## config.mk

```make
export PLATFORM = sky130hd
export DESIGN_NAME = ripng_packet_validator
export DESIGN_NICKNAME = d
export VERILOG_FILES = /design/src/rtl/rpv_pkg.sv /design/src/rtl/rpv_parser.sv /design/src/rtl/rpv_result_fifo.sv /design/src/rtl/ripng_packet_validator.sv
export VERILOG_INCLUDE_DIRS = /design/src /design/src/rtl
export SDC_FILE = /design/constraint.sdc
export NUM_CORES = 2
export LEC_CHECK = 0
export BUFFER_PORTS_ARGS = -buffer_cell sky130_fd_sc_hd__buf_2
export CORE_MARGIN = 2
export CORE_UTILIZATION = 35
export CTS_BUF_LIST = sky130_fd_sc_hd__clkbuf_8
export CTS_CLUSTER_SIZE = 16
export DETAILED_ROUTE_END_ITERATION = 6
export GPL_ROUTABILITY_DRIVEN = 0
export PLACE_DENSITY = 0.62
export SLEW_MARGIN = 30
export SYNTH_ARGS = -nofsm -noshare
export SYNTH_HDL_FRONTEND = slang
export SYNTH_HIERARCHICAL = 1
export SYNTH_SLANG_ARGS = --single-unit
```

## constraint.sdc

```tcl
create_clock -name clk -period 16.9 [get_ports clk]
set_input_delay 1.69 -clock clk [delete_from_list [all_inputs] [get_ports clk]]
set_output_delay 1.69 -clock clk [all_outputs]
set_load 0.005 [all_outputs]
```

## src/rtl/assert_macros.svh

```systemverilog
// assertion macros for the rtl files, included by the top level
// no dependencies; each macro expects clk and rst in scope
`ifndef ASSERT_MACROS_SVH
`define ASSERT_MACROS_SVH

// same-cycle implication
`define ASSERT_SAME(label, ante, cons, msg) \
  label: assert property (@(posedge clk) disable iff (rst) (ante) |-> (cons)) \
    else $error(msg);

// next-cycle implication
`define ASSERT_NEXT(label, ante, cons, msg) \
  label: assert property (@(posedge clk) disable iff (rst) (ante) |=> (cons)) \
    else $error(msg);

`endif

```

## src/rtl/rpv_pkg.sv

```systemverilog
// types and constants of the ripng packet validator
// no dependencies; used by all rtl modules
`default_nettype none

package rpv_pkg;

  // byte positions inside the packet
  localparam int unsigned POS_W = 17;
  localparam logic [POS_W-1:0] POS_MAX         = {POS_W{1'b1}};
  localparam logic [POS_W-1:0] POS_PLEN_HI     = 17'd4;
  localparam logic [POS_W-1:0] POS_PLEN_LO     = 17'd5;
  localparam logic [POS_W-1:0] POS_NEXT_HDR    = 17'd6;
  localparam logic [POS_W-1:0] POS_SPORT_HI    = 17'd40;
  localparam logic [POS_W-1:0] POS_SPORT_LO    = 17'd41;
  localparam logic [POS_W-1:0] POS_DPORT_HI    = 17'd42;
  localparam logic [POS_W-1:0] POS_DPORT_LO    = 17'd43;
  localparam logic [POS_W-1:0] POS_ULEN_HI     = 17'd44;
  localparam logic [POS_W-1:0] POS_ULEN_LO     = 17'd45;
  localparam logic [POS_W-1:0] POS_COMMAND     = 17'd48;
  localparam logic [POS_W-1:0] POS_VERSION     = 17'd49;
  localparam logic [POS_W-1:0] POS_ZERO_HI     = 17'd50;
  localparam logic [POS_W-1:0] POS_ZERO_LO     = 17'd51;
  localparam logic [POS_W-1:0] ENTRY_START     = 17'd52;
  localparam logic [POS_W:0]   IPV6_HDR_LEN    = 18'd40;

  // byte index inside one 20-byte route entry
  localparam logic [4:0] IDX_PFX_LO_START = 5'd8;
  localparam logic [4:0] IDX_TAG_HI       = 5'd16;
  localparam logic [4:0] IDX_TAG_LO       = 5'd17;
  localparam logic [4:0] IDX_PLEN         = 5'd18;
  localparam logic [4:0] IDX_METRIC       = 5'd19;

  localparam logic [7:0]  UDP_PROTO       = 8'd17;
  localparam logic [15:0] RIPNG_PORT      = 16'd521;
  localparam logic [7:0]  RIPNG_VERSION   = 8'd1;
  localparam logic [7:0]  CMD_REQUEST     = 8'd1;
  localparam logic [7:0]  CMD_RESPONSE    = 8'd2;
  localparam logic [7:0]  NEXT_HOP_METRIC = 8'hff;
  localparam logic [7:0]  MIN_METRIC      = 8'd1;
  localparam logic [7:0]  MAX_METRIC      = 8'd16;
  localparam logic [7:0]  MAX_PREFIX_LEN  = 8'd128;
  localparam logic [11:0] ENTRIES_MAX     = 12'hfff;

  // header error flag bits
  localparam int unsigned FLAG_NOT_UDP = 0;
  localparam int unsigned FLAG_PORT    = 1;
  localparam int unsigned FLAG_VERSION = 2;
  localparam int unsigned FLAG_ZERO    = 3;

  localparam logic RES_ENTRY  = 1'b0;
  localparam logic RES_STATUS = 1'b1;

  // result queue, depth must be a power of two
  localparam int unsigned RES_DEPTH = 8;
  localparam int unsigned PTR_W     = $clog2(RES_DEPTH);
  localparam int unsigned CNT_W     = $clog2(RES_DEPTH + 1);

  typedef enum logic [3:0] {
    ST_OK,
    ST_LENGTH,
    ST_NOT_UDP,
    ST_PORT,
    ST_COMMAND,
    ST_VERSION,
    ST_ZERO,
    ST_PREFIX_LEN,
    ST_TAG,
    ST_METRIC,
    ST_PREFIX_BITS
  } status_t;

  typedef struct packed {
    logic [7:0] data_byte;
    logic       last_byte;
  } in_item_t;

  typedef struct packed {
    logic        kind;
    logic [63:0] prefix_high;
    logic [63:0] prefix_low;
    logic [15:0] tag_bytes;
    logic [7:0]  entry_prefix_length;
    logic [7:0]  entry_metric;
    logic [3:0]  status;
    logic [7:0]  command_out;
    logic [11:0] entry_total;
  } out_item_t;

  // up to two results per byte, the entry goes ahead of the status
  typedef struct packed {
    logic      entry_valid;
    logic      status_valid;
    out_item_t entry;
    out_item_t stat;
  } push_t;

endpackage

`default_nettype wire

```

## src/rtl/rpv_parser.sv

```systemverilog
// per-byte packet parser: header checks, route entry gathering and checks
// depends on rpv_pkg
`default_nettype none

module rpv_parser import rpv_pkg::*; (
  input  logic     clk,
  input  logic     rst,
  input  logic     act,
  input  in_item_t item,
  output push_t    push
);

  logic [POS_W-1:0] pos, pos_next;
  logic [15:0]      pay_len, pay_len_next;
  logic [15:0]      udp_len, udp_len_next;
  logic [3:0]       flags, flags_next;
  logic [7:0]       cmd, cmd_next;
  logic [4:0]       idx, idx_next;
  logic [63:0]      pfx_hi, pfx_hi_next;
  logic [63:0]      pfx_lo, pfx_lo_next;
  logic [15:0]      tag, tag_next;
  logic [7:0]       plen, plen_next;
  status_t          ent_err, ent_err_next;
  logic [11:0]      ent_cnt, ent_cnt_next;

  logic [7:0]       b;
  logic [POS_W:0]   len;
  status_t          entry_st;
  status_t          pkt_st;

  assign b   = item.data_byte;
  assign len = {1'b0, pos} + (POS_W+1)'(1);

  function automatic status_t entry_check(input logic [7:0] metric,
                                          input logic [7:0] pl,
                                          input logic [15:0] tg,
                                          input logic [63:0] hi,
                                          input logic [63:0] lo);
    logic [127:0] rest;
    status_t      res;
    rest = {hi, lo} << pl;
    if (metric == NEXT_HOP_METRIC) begin
      if (pl != 8'd0) res = ST_PREFIX_LEN;
      else if (tg != 16'd0) res = ST_TAG;
      else res = ST_OK;
    end else if (metric < MIN_METRIC || metric > MAX_METRIC) begin
      res = ST_METRIC;
    end else if (pl > MAX_PREFIX_LEN) begin
      res = ST_PREFIX_LEN;
    end else if (rest != 128'd0) begin
      // a set bit survives the shift only if it lies past the prefix length
      res = ST_PREFIX_BITS;
    end else begin
      res = ST_OK;
    end
    return res;
  endfunction

  always_comb begin
    pos_next     = pos;
    pay_len_next = pay_len;
    udp_len_next = udp_len;
    flags_next   = flags;
    cmd_next     = cmd;
    idx_next     = idx;
    pfx_hi_next  = pfx_hi;
    pfx_lo_next  = pfx_lo;
    tag_next     = tag;
    plen_next    = plen;
    ent_err_next = ent_err;
    ent_cnt_next = ent_cnt;
    entry_st     = ST_OK;
    pkt_st       = ST_OK;
    push         = '0;

    if (act) begin
      unique case (pos)
        POS_PLEN_HI:  pay_len_next = {b, pay_len[7:0]};
        POS_PLEN_LO:  pay_len_next = {pay_len[15:8], b};
        POS_NEXT_HDR: if (b != UDP_PROTO) flags_next[FLAG_NOT_UDP] = 1'b1;
        POS_SPORT_HI, POS_DPORT_HI: begin
          if (b != RIPNG_PORT[15:8]) flags_next[FLAG_PORT] = 1'b1;
        end
        POS_SPORT_LO, POS_DPORT_LO: begin
          if (b != RIPNG_PORT[7:0]) flags_next[FLAG_PORT] = 1'b1;
        end
        POS_ULEN_HI:  udp_len_next = {b, udp_len[7:0]};
        POS_ULEN_LO:  udp_len_next = {udp_len[15:8], b};
        POS_COMMAND:  cmd_next = b;
        POS_VERSION:  if (b != RIPNG_VERSION) flags_next[FLAG_VERSION] = 1'b1;
        POS_ZERO_HI, POS_ZERO_LO: begin
          if (b != 8'd0) flags_next[FLAG_ZERO] = 1'b1;
        end
        default: ;
      endcase

      if (pos >= ENTRY_START && pos != POS_MAX) begin
        if (idx < IDX_PFX_LO_START) pfx_hi_next = {pfx_hi[55:0], b};
        else if (idx < IDX_TAG_HI) pfx_lo_next = {pfx_lo[55:0], b};
        else if (idx == IDX_TAG_HI) tag_next = {b, tag[7:0]};
        else if (idx == IDX_TAG_LO) tag_next = {tag[15:8], b};
        else if (idx == IDX_PLEN) plen_next = b;

        if (idx >= IDX_METRIC) begin
          idx_next = 5'd0;
          if (ent_cnt != ENTRIES_MAX) ent_cnt_next = ent_cnt + 12'd1;
          if (ent_err == ST_OK) begin
            entry_st = entry_check(b, plen, tag, pfx_hi, pfx_lo);
            if (entry_st != ST_OK) begin
              ent_err_next = entry_st;
            end else begin
              push.entry_valid               = 1'b1;
              push.entry.kind                = RES_ENTRY;
              push.entry.prefix_high         = pfx_hi;
              push.entry.prefix_low          = pfx_lo;
              push.entry.tag_bytes           = tag;
              push.entry.entry_prefix_length = plen;
              push.entry.entry_metric        = b;
            end
          end
        end else begin
          idx_next = idx + 5'd1;
        end
      end

      if (item.last_byte) begin
        // a payload of 12 plus whole entries leaves the entry index at zero
        priority if (len < {1'b0, ENTRY_START} ||
                     len != {2'b00, pay_len_next} + IPV6_HDR_LEN) begin
          pkt_st = ST_LENGTH;
        end else if (flags_next[FLAG_NOT_UDP]) begin
          pkt_st = ST_NOT_UDP;
        end else if (udp_len_next != pay_len_next) begin
          pkt_st = ST_LENGTH;
        end else if (flags_next[FLAG_PORT]) begin
          pkt_st = ST_PORT;
        end else if (idx_next != 5'd0) begin
          pkt_st = ST_LENGTH;
        end else if (cmd_next != CMD_REQUEST && cmd_next != CMD_RESPONSE) begin
          pkt_st = ST_COMMAND;
        end else if (flags_next[FLAG_VERSION]) begin
          pkt_st = ST_VERSION;
        end else if (flags_next[FLAG_ZERO]) begin
          pkt_st = ST_ZERO;
        end else begin
          pkt_st = ent_err_next;
        end

        push.status_valid = 1'b1;
        push.stat.kind    = RES_STATUS;
        push.stat.status  = pkt_st;
        if (pkt_st == ST_OK || pkt_st >= ST_PREFIX_LEN) begin
          push.stat.command_out = cmd_next;
          push.stat.entry_total = ent_cnt_next;
        end

        pos_next     = '0;
        pay_len_next = '0;
        udp_len_next = '0;
        flags_next   = '0;
        cmd_next     = '0;
        idx_next     = '0;
        ent_err_next = ST_OK;
        ent_cnt_next = '0;
      end else if (pos != POS_MAX) begin
        pos_next = pos + POS_W'(1);
      end
    end
  end

  always_ff @(posedge clk) begin
    if (rst) begin
      pos     <= '0;
      pay_len <= '0;
      udp_len <= '0;
      flags   <= '0;
      cmd     <= '0;
      idx     <= '0;
      ent_err <= ST_OK;
      ent_cnt <= '0;
    end else begin
      pos     <= pos_next;
      pay_len <= pay_len_next;
      udp_len <= udp_len_next;
      flags   <= flags_next;
      cmd     <= cmd_next;
      idx     <= idx_next;
      ent_err <= ent_err_next;
      ent_cnt <= ent_cnt_next;
    end
    pfx_hi <= pfx_hi_next;
    pfx_lo <= pfx_lo_next;
    tag    <= tag_next;
    plen   <= plen_next;
  end

endmodule

`default_nettype wire

```

## src/rtl/rpv_result_fifo.sv

```systemverilog
// result queue: takes up to two results per cycle, hands out one per cycle while result_ready is high
// depends on rpv_pkg
`default_nettype none

module rpv_result_fifo import rpv_pkg::*; (
  input  logic             clk,
  input  logic             rst,
  input  push_t            push,
  input  logic             result_ready,
  output logic             result_valid,
  output out_item_t        result,
  output logic [CNT_W-1:0] fill
);

  out_item_t        slots [RES_DEPTH];
  logic [PTR_W-1:0] wr_ptr;
  logic [PTR_W-1:0] wr_ptr_p1;
  logic [PTR_W-1:0] rd_ptr;
  logic [1:0]       n_push;
  logic             pop;

  assign n_push       = {1'b0, push.entry_valid} + {1'b0, push.status_valid};
  assign wr_ptr_p1    = wr_ptr + PTR_W'(1);
  assign result_valid = fill != '0;
  assign result       = slots[rd_ptr];
  assign pop          = result_valid & result_ready;

  always_ff @(posedge clk) begin
    if (push.entry_valid) begin
      slots[wr_ptr] <= push.entry;
      if (push.status_valid) slots[wr_ptr_p1] <= push.stat;
    end else if (push.status_valid) begin
      slots[wr_ptr] <= push.stat;
    end
  end

  always_ff @(posedge clk) begin
    if (rst) begin
      wr_ptr <= '0;
      rd_ptr <= '0;
      fill   <= '0;
    end else begin
      wr_ptr <= wr_ptr + PTR_W'(n_push);
      rd_ptr <= rd_ptr + PTR_W'(pop);
      fill   <= fill + CNT_W'(n_push) - CNT_W'(pop);
    end
  end

endmodule

`default_nettype wire

```

## src/rtl/ripng_packet_validator.sv

```systemverilog
// top level of the ripng packet validator: input register, parser, result queue
// depends on rpv_pkg, rpv_parser, rpv_result_fifo and assert_macros.svh
//
// usage:
//   item channel (item_valid/item_ready/item) carries one packet byte per item,
//   starting at the first ipv6 header byte, last_byte set on the final byte.
//   result channel (result_valid/result_ready/result) carries a route entry
//   result (kind 0) for each good 20-byte entry up to the first bad one, and
//   one status result (kind 1) on the final byte, after that byte's entry.
//   throughput: one byte per cycle while item_ready is high; the byte register
//   feeds the parser, which pushes up to two results into an eight-deep queue.
//   an accepted byte is registered, and its results are then queued in order.
//   item_ready drops only when the queue could not take the results of the
//   byte in the register plus one more; with the receiver stalled this
//   happens after a few results have piled up, and nothing is lost.
//   reset clears the byte count, header fields, entry count and the queue.
`default_nettype none
`include "assert_macros.svh"

module ripng_packet_validator import rpv_pkg::*; (
  input  logic      clk,
  input  logic      rst,
  input  logic      item_valid,
  output logic      item_ready,
  input  in_item_t  item,
  output logic      result_valid,
  input  logic      result_ready,
  output out_item_t result
);

  logic             stage_valid;
  in_item_t         stage_item;
  push_t            push;
  logic [CNT_W-1:0] fill;
  logic [CNT_W:0]   need;

  // room for the byte in the register and for the new one, two results each
  assign need       = {1'b0, fill} + (stage_valid ? (CNT_W+1)'(4) : (CNT_W+1)'(2));
  assign item_ready = need <= (CNT_W+1)'(RES_DEPTH);

  always_ff @(posedge clk) begin
    if (rst) begin
      stage_valid <= 1'b0;
    end else begin
      stage_valid <= item_valid & item_ready;
    end
    if (item_valid & item_ready) stage_item <= item;
  end

  rpv_parser u_parser (
    .clk  (clk),
    .rst  (rst),
    .act  (stage_valid),
    .item (stage_item),
    .push (push)
  );

  rpv_result_fifo u_fifo (
    .clk          (clk),
    .rst          (rst),
    .push         (push),
    .result_ready (result_ready),
    .result_valid (result_valid),
    .result       (result),
    .fill         (fill)
  );

  `ASSERT_SAME(a_fill_bound, 1'b1, fill <= CNT_W'(RES_DEPTH), "result queue overflow")
  `ASSERT_NEXT(a_stage_load, item_valid && item_ready, stage_valid, "accepted byte not registered")
  `ASSERT_NEXT(a_status_out, stage_valid && stage_item.last_byte, result_valid, "no status result")
  `ASSERT_SAME(a_two_push, push.entry_valid && push.status_valid, stage_item.last_byte,
               "double push without final byte")

endmodule

`default_nettype wire

```

Word level (Yosys, flattened, before mapping)
Memories as Yosys holds them, arrays and structs flattened. A register that Yosys moved wholly into a read port is not among the register bits. Index checks and enable logic that the tools add are counted.

RAM bits: 1480. Output and inout bits: 187. Logic and storage cells: 185. Memories: 1. Bits in registers: 254. Bits of input ports: 13.

Memories: u_fifo.slots (depth 8, bits a word 185, read ports 1, clocked after memory_dff 1, wr ports 2, line rpv_result_fifo.sv:15) `out_item_t slots [RES_DEPTH];`.

Equality and inequality tests: 27. $add $sub $neg: 12. Magnitude comparators: 10. Bitwise logic cells: 7. Shifts and indexed selects: 1. Reduce and logical (&&, ||, !) cells: 24. Multiplexer cells: 84.

Operators with widths (number): 161-bit two-way mux (3); 185-bit two-way mux (1); 17-bit by 6-bit equality test with 1-bit output (second input constant) (10); 163-bit two-way mux (1); 160-bit two-way mux (1); 128-bit nonzero test (1); 128-bit by 8-bit << shifter with 128-bit output (1); 4-bit two-way mux (26); 16-bit two-way mux (5); 16-bit case mux with 2 select lines (2); 17-bit by 3-bit equality test with 1-bit output (second input constant) (3); 12-bit two-way mux (4); 24-bit two-way mux (2); 17-bit two-way mux (2); 8-bit two-way mux (4); 1-bit two-way mux (25); 20-bit two-way mux (1); 5-bit two-way mux (4); 17-bit by 1-bit adder with 18-bit output (second input constant) (1); 18-bit by 6-bit < comparator with 1-bit output (second input constant) (1); 18-bit inequality test (1); 16-bit by 6-bit adder with 17-bit output (second input constant) (1); 17-bit by 1-bit adder with 17-bit output (second input constant) (1); 17-bit by 6-bit >= comparator with 1-bit output (second input constant) (1); other kinds (46) (63).

Longest topological paths before layout
Word-level depth: 31. Gate-level depth with buffers: 29. Gate-level depth less buffers: 21.

Modules after synthesis
Netlist, hierarchy kept.

Modules (own cells, without submodules): rpv_result_fifo (seq. area each 44642.8 µm², area an instance 76170.6 µm², instances 1, cells an instance 4074); rpv_parser (seq. area each 6206.0 µm², area an instance 21704.6 µm², instances 1, cells an instance 2442); ripng_packet_validator (seq. area each 290.3 µm², area an instance 401.6 µm², instances 1, cells an instance 22).

Least setup slack after synthesis
OpenSTA, ideal clock, no wires.

Path kind: register to register. Start: reg u_parser.plen[1]. End: mem u_fifo/slots[0][0] in the netlist's numbering, enable pin. Cell stages (with the launch flop): 22. Required time: 15.899 ns. Path slack: -1.796 ns. Arrival: 17.696 ns. Library setup time: 1.001 ns. Period minus slack after synthesis: 18.696 ns. Path buffers: 6. Cell sequence: edfxtp_1 buf_2 buf_2 buf_2 buf_1 mux4_2 mux2i_1 nand2_1 o22ai_1 nor2_1 o32ai_1 nand4_1 a221oi_1 nand4_1 a22oi_2 and4_1 buf_4 buf_2 inv_1 ha_1 or2_2 o31ai_1.

RTL lines: start, declared (line rpv_parser.sv:22) `logic [7:0] plen, plen_next;`; start signal, assigned (line rpv_parser.sv:194) `plen <= plen_next;`; end, declared (line rpv_result_fifo.sv:15).

==> results by group <==
Power
  – Sequential fraction of design power: 46.3%
  – Switching Share: roughly 28%
  – LEAKAGE: about 0.038 uW
  – Internal Dissipation: between 7000 and 8000 uW
  – NetSw: 2920 uW
  – Peak VDD IR: just under 0.09 mV
  – P per Cell Area: 98.2 mW/mm^2
  – Clock power frac: roughly 34%
  – Gate power share: a little under 20%

Cells and area
  – Design area: roughly 0.11 mm^2
  – Layout fillers: 25,962
  – Area Overhead vs Synth: 9.37%
  – Layout cells sized above 1: about 45%
  – # nets final: ~6,700

Routing
  – Vias/cell: about 5.7
  – DRC: 13
  – DRT Wirelength: approximately 280,000 um
  – Initial DRC count: between 6,000 and 7,000
  – First drt pass iteration count: 7
  – Via count: ~60,000
  – ANT nets after route: 0
  – Wire length per cell: 26.5 um

Synth
  – Syn Inst Count: between 6,000 and 7,000
  – Register area share after synthesis: a little over half
  – Most common cell in the netlist: mux2_2
  – Distinct cells, synth: 95
  – Syn. warnings: 6
  – Yosys reg bits: around 1,700
  – Average size of a mapped cell: between 15 and 20 um^2
  – Synth area leader: edfxtp_1
  – Predominant post-synthesis flop cell: edfxtp_1
  – Synth top area cells: edfxtp_1 (50%), mux2_2 (22%), mux4_2 (11%)
  – Async SR Flop Fraction: 0%
  – Most frequent cells after synthesis: mux2_2 (1,888), edfxtp_1 (1,641), mux4_2 (459)
  – Synth Cell Area: 0.0983 mm^2
  – Post-synth EDFFs: 1,641
  – Yosys top cell area share: 50.1%

Clock tree
  – CTS resizes: 0
  – TritonCTS clock tree: built
  – Root Driver: clkbuf_8
  – # hold bufs at CTS: 0
  – Inserted Clock Buffers: 320
  – CTS max path bufs: 4
  – Clk_lat worst skew: roughly 1.1 ns
  – # clock sinks: between 1,500 and 2,000
  – Post-CTS Setup Inserts: 0
  – Clk slew on worst S/H paths: 0.06 ns
  – H-tree depth: 5

Worst setup path
  – WP data arrival: roughly 11 ns
  – CP Data Required Time: ~18 ns
  – Worst-path fanout max: about 150
  – Crit path kind: reg2reg
  – FF-to-FF setup slack: between 6 and 7 ns
  – CP endpoint kind: flop
  – CP startpoint kind: flop

STA
  – Final min period: 10.45 ns
  – Final hold violations: 0
  – Worst hold slack: roughly 0.5 ns
  – RSZ-0062 raised after global routing: false
  – Total negative slack: 0 ns
  – Fin crit share: ~62%
  – Slew Viols, Final: 0
  – Setup violators final: 0
  – Worst slew pin tran: approximately 1.1 ns
  – Clock skew: between 0.09 and 0.1 ns
  – Max frequency: 95.7 MHz
  – Rel. slew slack: between 20% and 30%

Floorplan
  – Die height: 534 um
  – FP Rows: about 190
  – Die Width: ~530 um
  – Total die area: ~0.29 mm^2
  – I/O pin cnt: 200
  – Core ar.: between 0.2 and 0.3 mm^2
  – Starting density of the core: 35.2%

Placement
  – Dpl cell area: 0.102 mm^2
  – IO buf count: between 150 and 200
  – Post-DP HPWL: around 160,000 um

Outcome
  – Failing checks: DRC
  – Status: finished, violations left

Global route
  – Number of global-route vias before repair: just over 60,000
  – Global Route Usage Sum: between 10% and 20%
  – Initial antenna violation count: 14
  – First-pass GRT wire length: between 400,000 and 500,000 um
  – Largest net degree at the start of global routing: ~150
  – Total congestion overflow: 0

Job
  – Max Cap Viol: 0

Min path
  – Hold Path Class: reg2reg
## final timing paths
check / startpoint / endpoint / cells after the start
min: u_parser/ent_err[1] / u_parser/ent_err[1] / 1
max reg2reg: u_parser/plen[1] / u_fifo/slots[5][134] / 20
min reg2reg: u_parser/ent_err[1] / u_parser/ent_err[1] / 1
max: u_parser/plen[1] / u_fifo/slots[5][134] / 20
## worst max-delay path, stage by stage (launching register included)
cell,delay [ns]
edfxtp_1,0.37
buf_12,0.60
buf_6,0.66
mux2_2,0.41
mux4_2,0.51
or4_1,0.50
a22o_1,0.23
a2bb2oi_1,0.13
nor4b_2,0.34
inv_1,0.08
o31ai_1,0.25
nand4_1,0.49
a22oi_2,0.37
and4_4,0.60
ha_1,0.40
nor3b_1,0.75
nand2_4,0.73
o21ai_4,0.23
buf_4,0.72
buf_4,0.66
buf_4,0.64
## metrics by stage
step | std cells | util [%] | total power (uW) | setup slack [ns]
floorplan | 6728 | - | 6310 | 2.86
global placement | 10092 | 36.4 | 7020 | 6.67
detailed placement | 10094 | 36.4 | 7050 | 6.58
CTS | 10637 | 38.4 | 10700 | 6.55
global route | 10646 | 38.5 | 11000 | 6.07
finish | 10652 | 38.5 | 10600 | 6.45
## flip-flops by register name (all words and copies together) (netlist names)
signal / flops
u_parser/udp_len: 16
u_parser/tag: 16
u_parser/ent_cnt: 12
stage_item: 9
u_parser/flags: 4
u_parser/pfx_lo: 64
u_parser/pos: 17
u_parser/cmd: 8
u_fifo/wr_ptr: 3
u_fifo/rd_ptr: 3
u_parser/pay_len: 16
u_parser/ent_err: 4
u_parser/pfx_hi: 64
stage_valid: 1
u_fifo/slots: 1480
u_parser/plen: 8
u_fifo/fill: 4
u_parser/idx: 5
## kinds of logic (layout without fill, tap and decap cells)
group                      after synthesis  after routing  synth area share [%]
other                                    1            201               0.00382
adders and majority gates               29             29                 0.392
DFF                                   1734           1734                  52.0
and+or+nand+nor                        914            914                  4.83
buffers and inverters                  726            916                  4.38
muxes                                 2513           2513                  33.9
AOI/OAI and AO/OA                      569            569                  3.97
xor gates and xnor gates                52             52                 0.490
## power groups by stage
stage | sequential (uW) | combinational [uW] | clock, uW
after global placement | 4980 | 2050 | 0
final | 4880 | 2060 | 3610
after CTS | 4900 | 2080 | 3710
after detailed placement | 4980 | 2070 | 0
after floorplan | 4970 | 1340 | 0
after global routing | 4890 | 2220 | 3890
## cell type report
cell class / instances / area, um^2 / share of cell area (%)
flip-flops and latches: 1734 / 51200 / 47.6
multi-input cells: 4268 / 43800 / 40.7
well taps: 3724 / 4660 / 4.33
clock buffers: 328 / 4510 / 4.20
repair buffers: 316 / 2190 / 2.04
clock inverters: 215 / 986 / 0.917
inverters: 57 / 214 / 0.199
diodes: 10 / 25.0 / 0.0233
## per-layer routing
layer | up-vias | global-route usage (%) | wire length, um
met5 | - | 0 | 17
met4 | 2 | 5.41 | 7260
met3 | 504 | 2.67 | 16500
met2 | 2312 | 31.0 | 133000
met1 | 31355 | 27.1 | 126000
li1 | 26038 | - | -
## placed cells by master, fill, tap and decap left out, types with 25 or more instances in the layout
cell	Yosys	layout
a21oi_1	106	106
a22oi_1	75	75
and2_1	192	192
buf_2	149	199
buf_4	268	92
clkbuf_8	0	328
clkinv_1	0	66
clkinv_2	0	26
conb_1	1	191
dfxtp_1	93	90
edfxtp_1	1641	1641
ha_1	26	25
inv_1	55	165
mux2_2	1888	1888
mux2i_1	138	138
mux4_2	459	459
nand2_1	144	142
nand3_1	70	70
nand4_1	30	30
nor2_1	251	250
nor3_1	55	53
o21ai_0	94	92
o22ai_1	38	36
xnor2_1	33	33
Power figures use the tool's default switching activity.
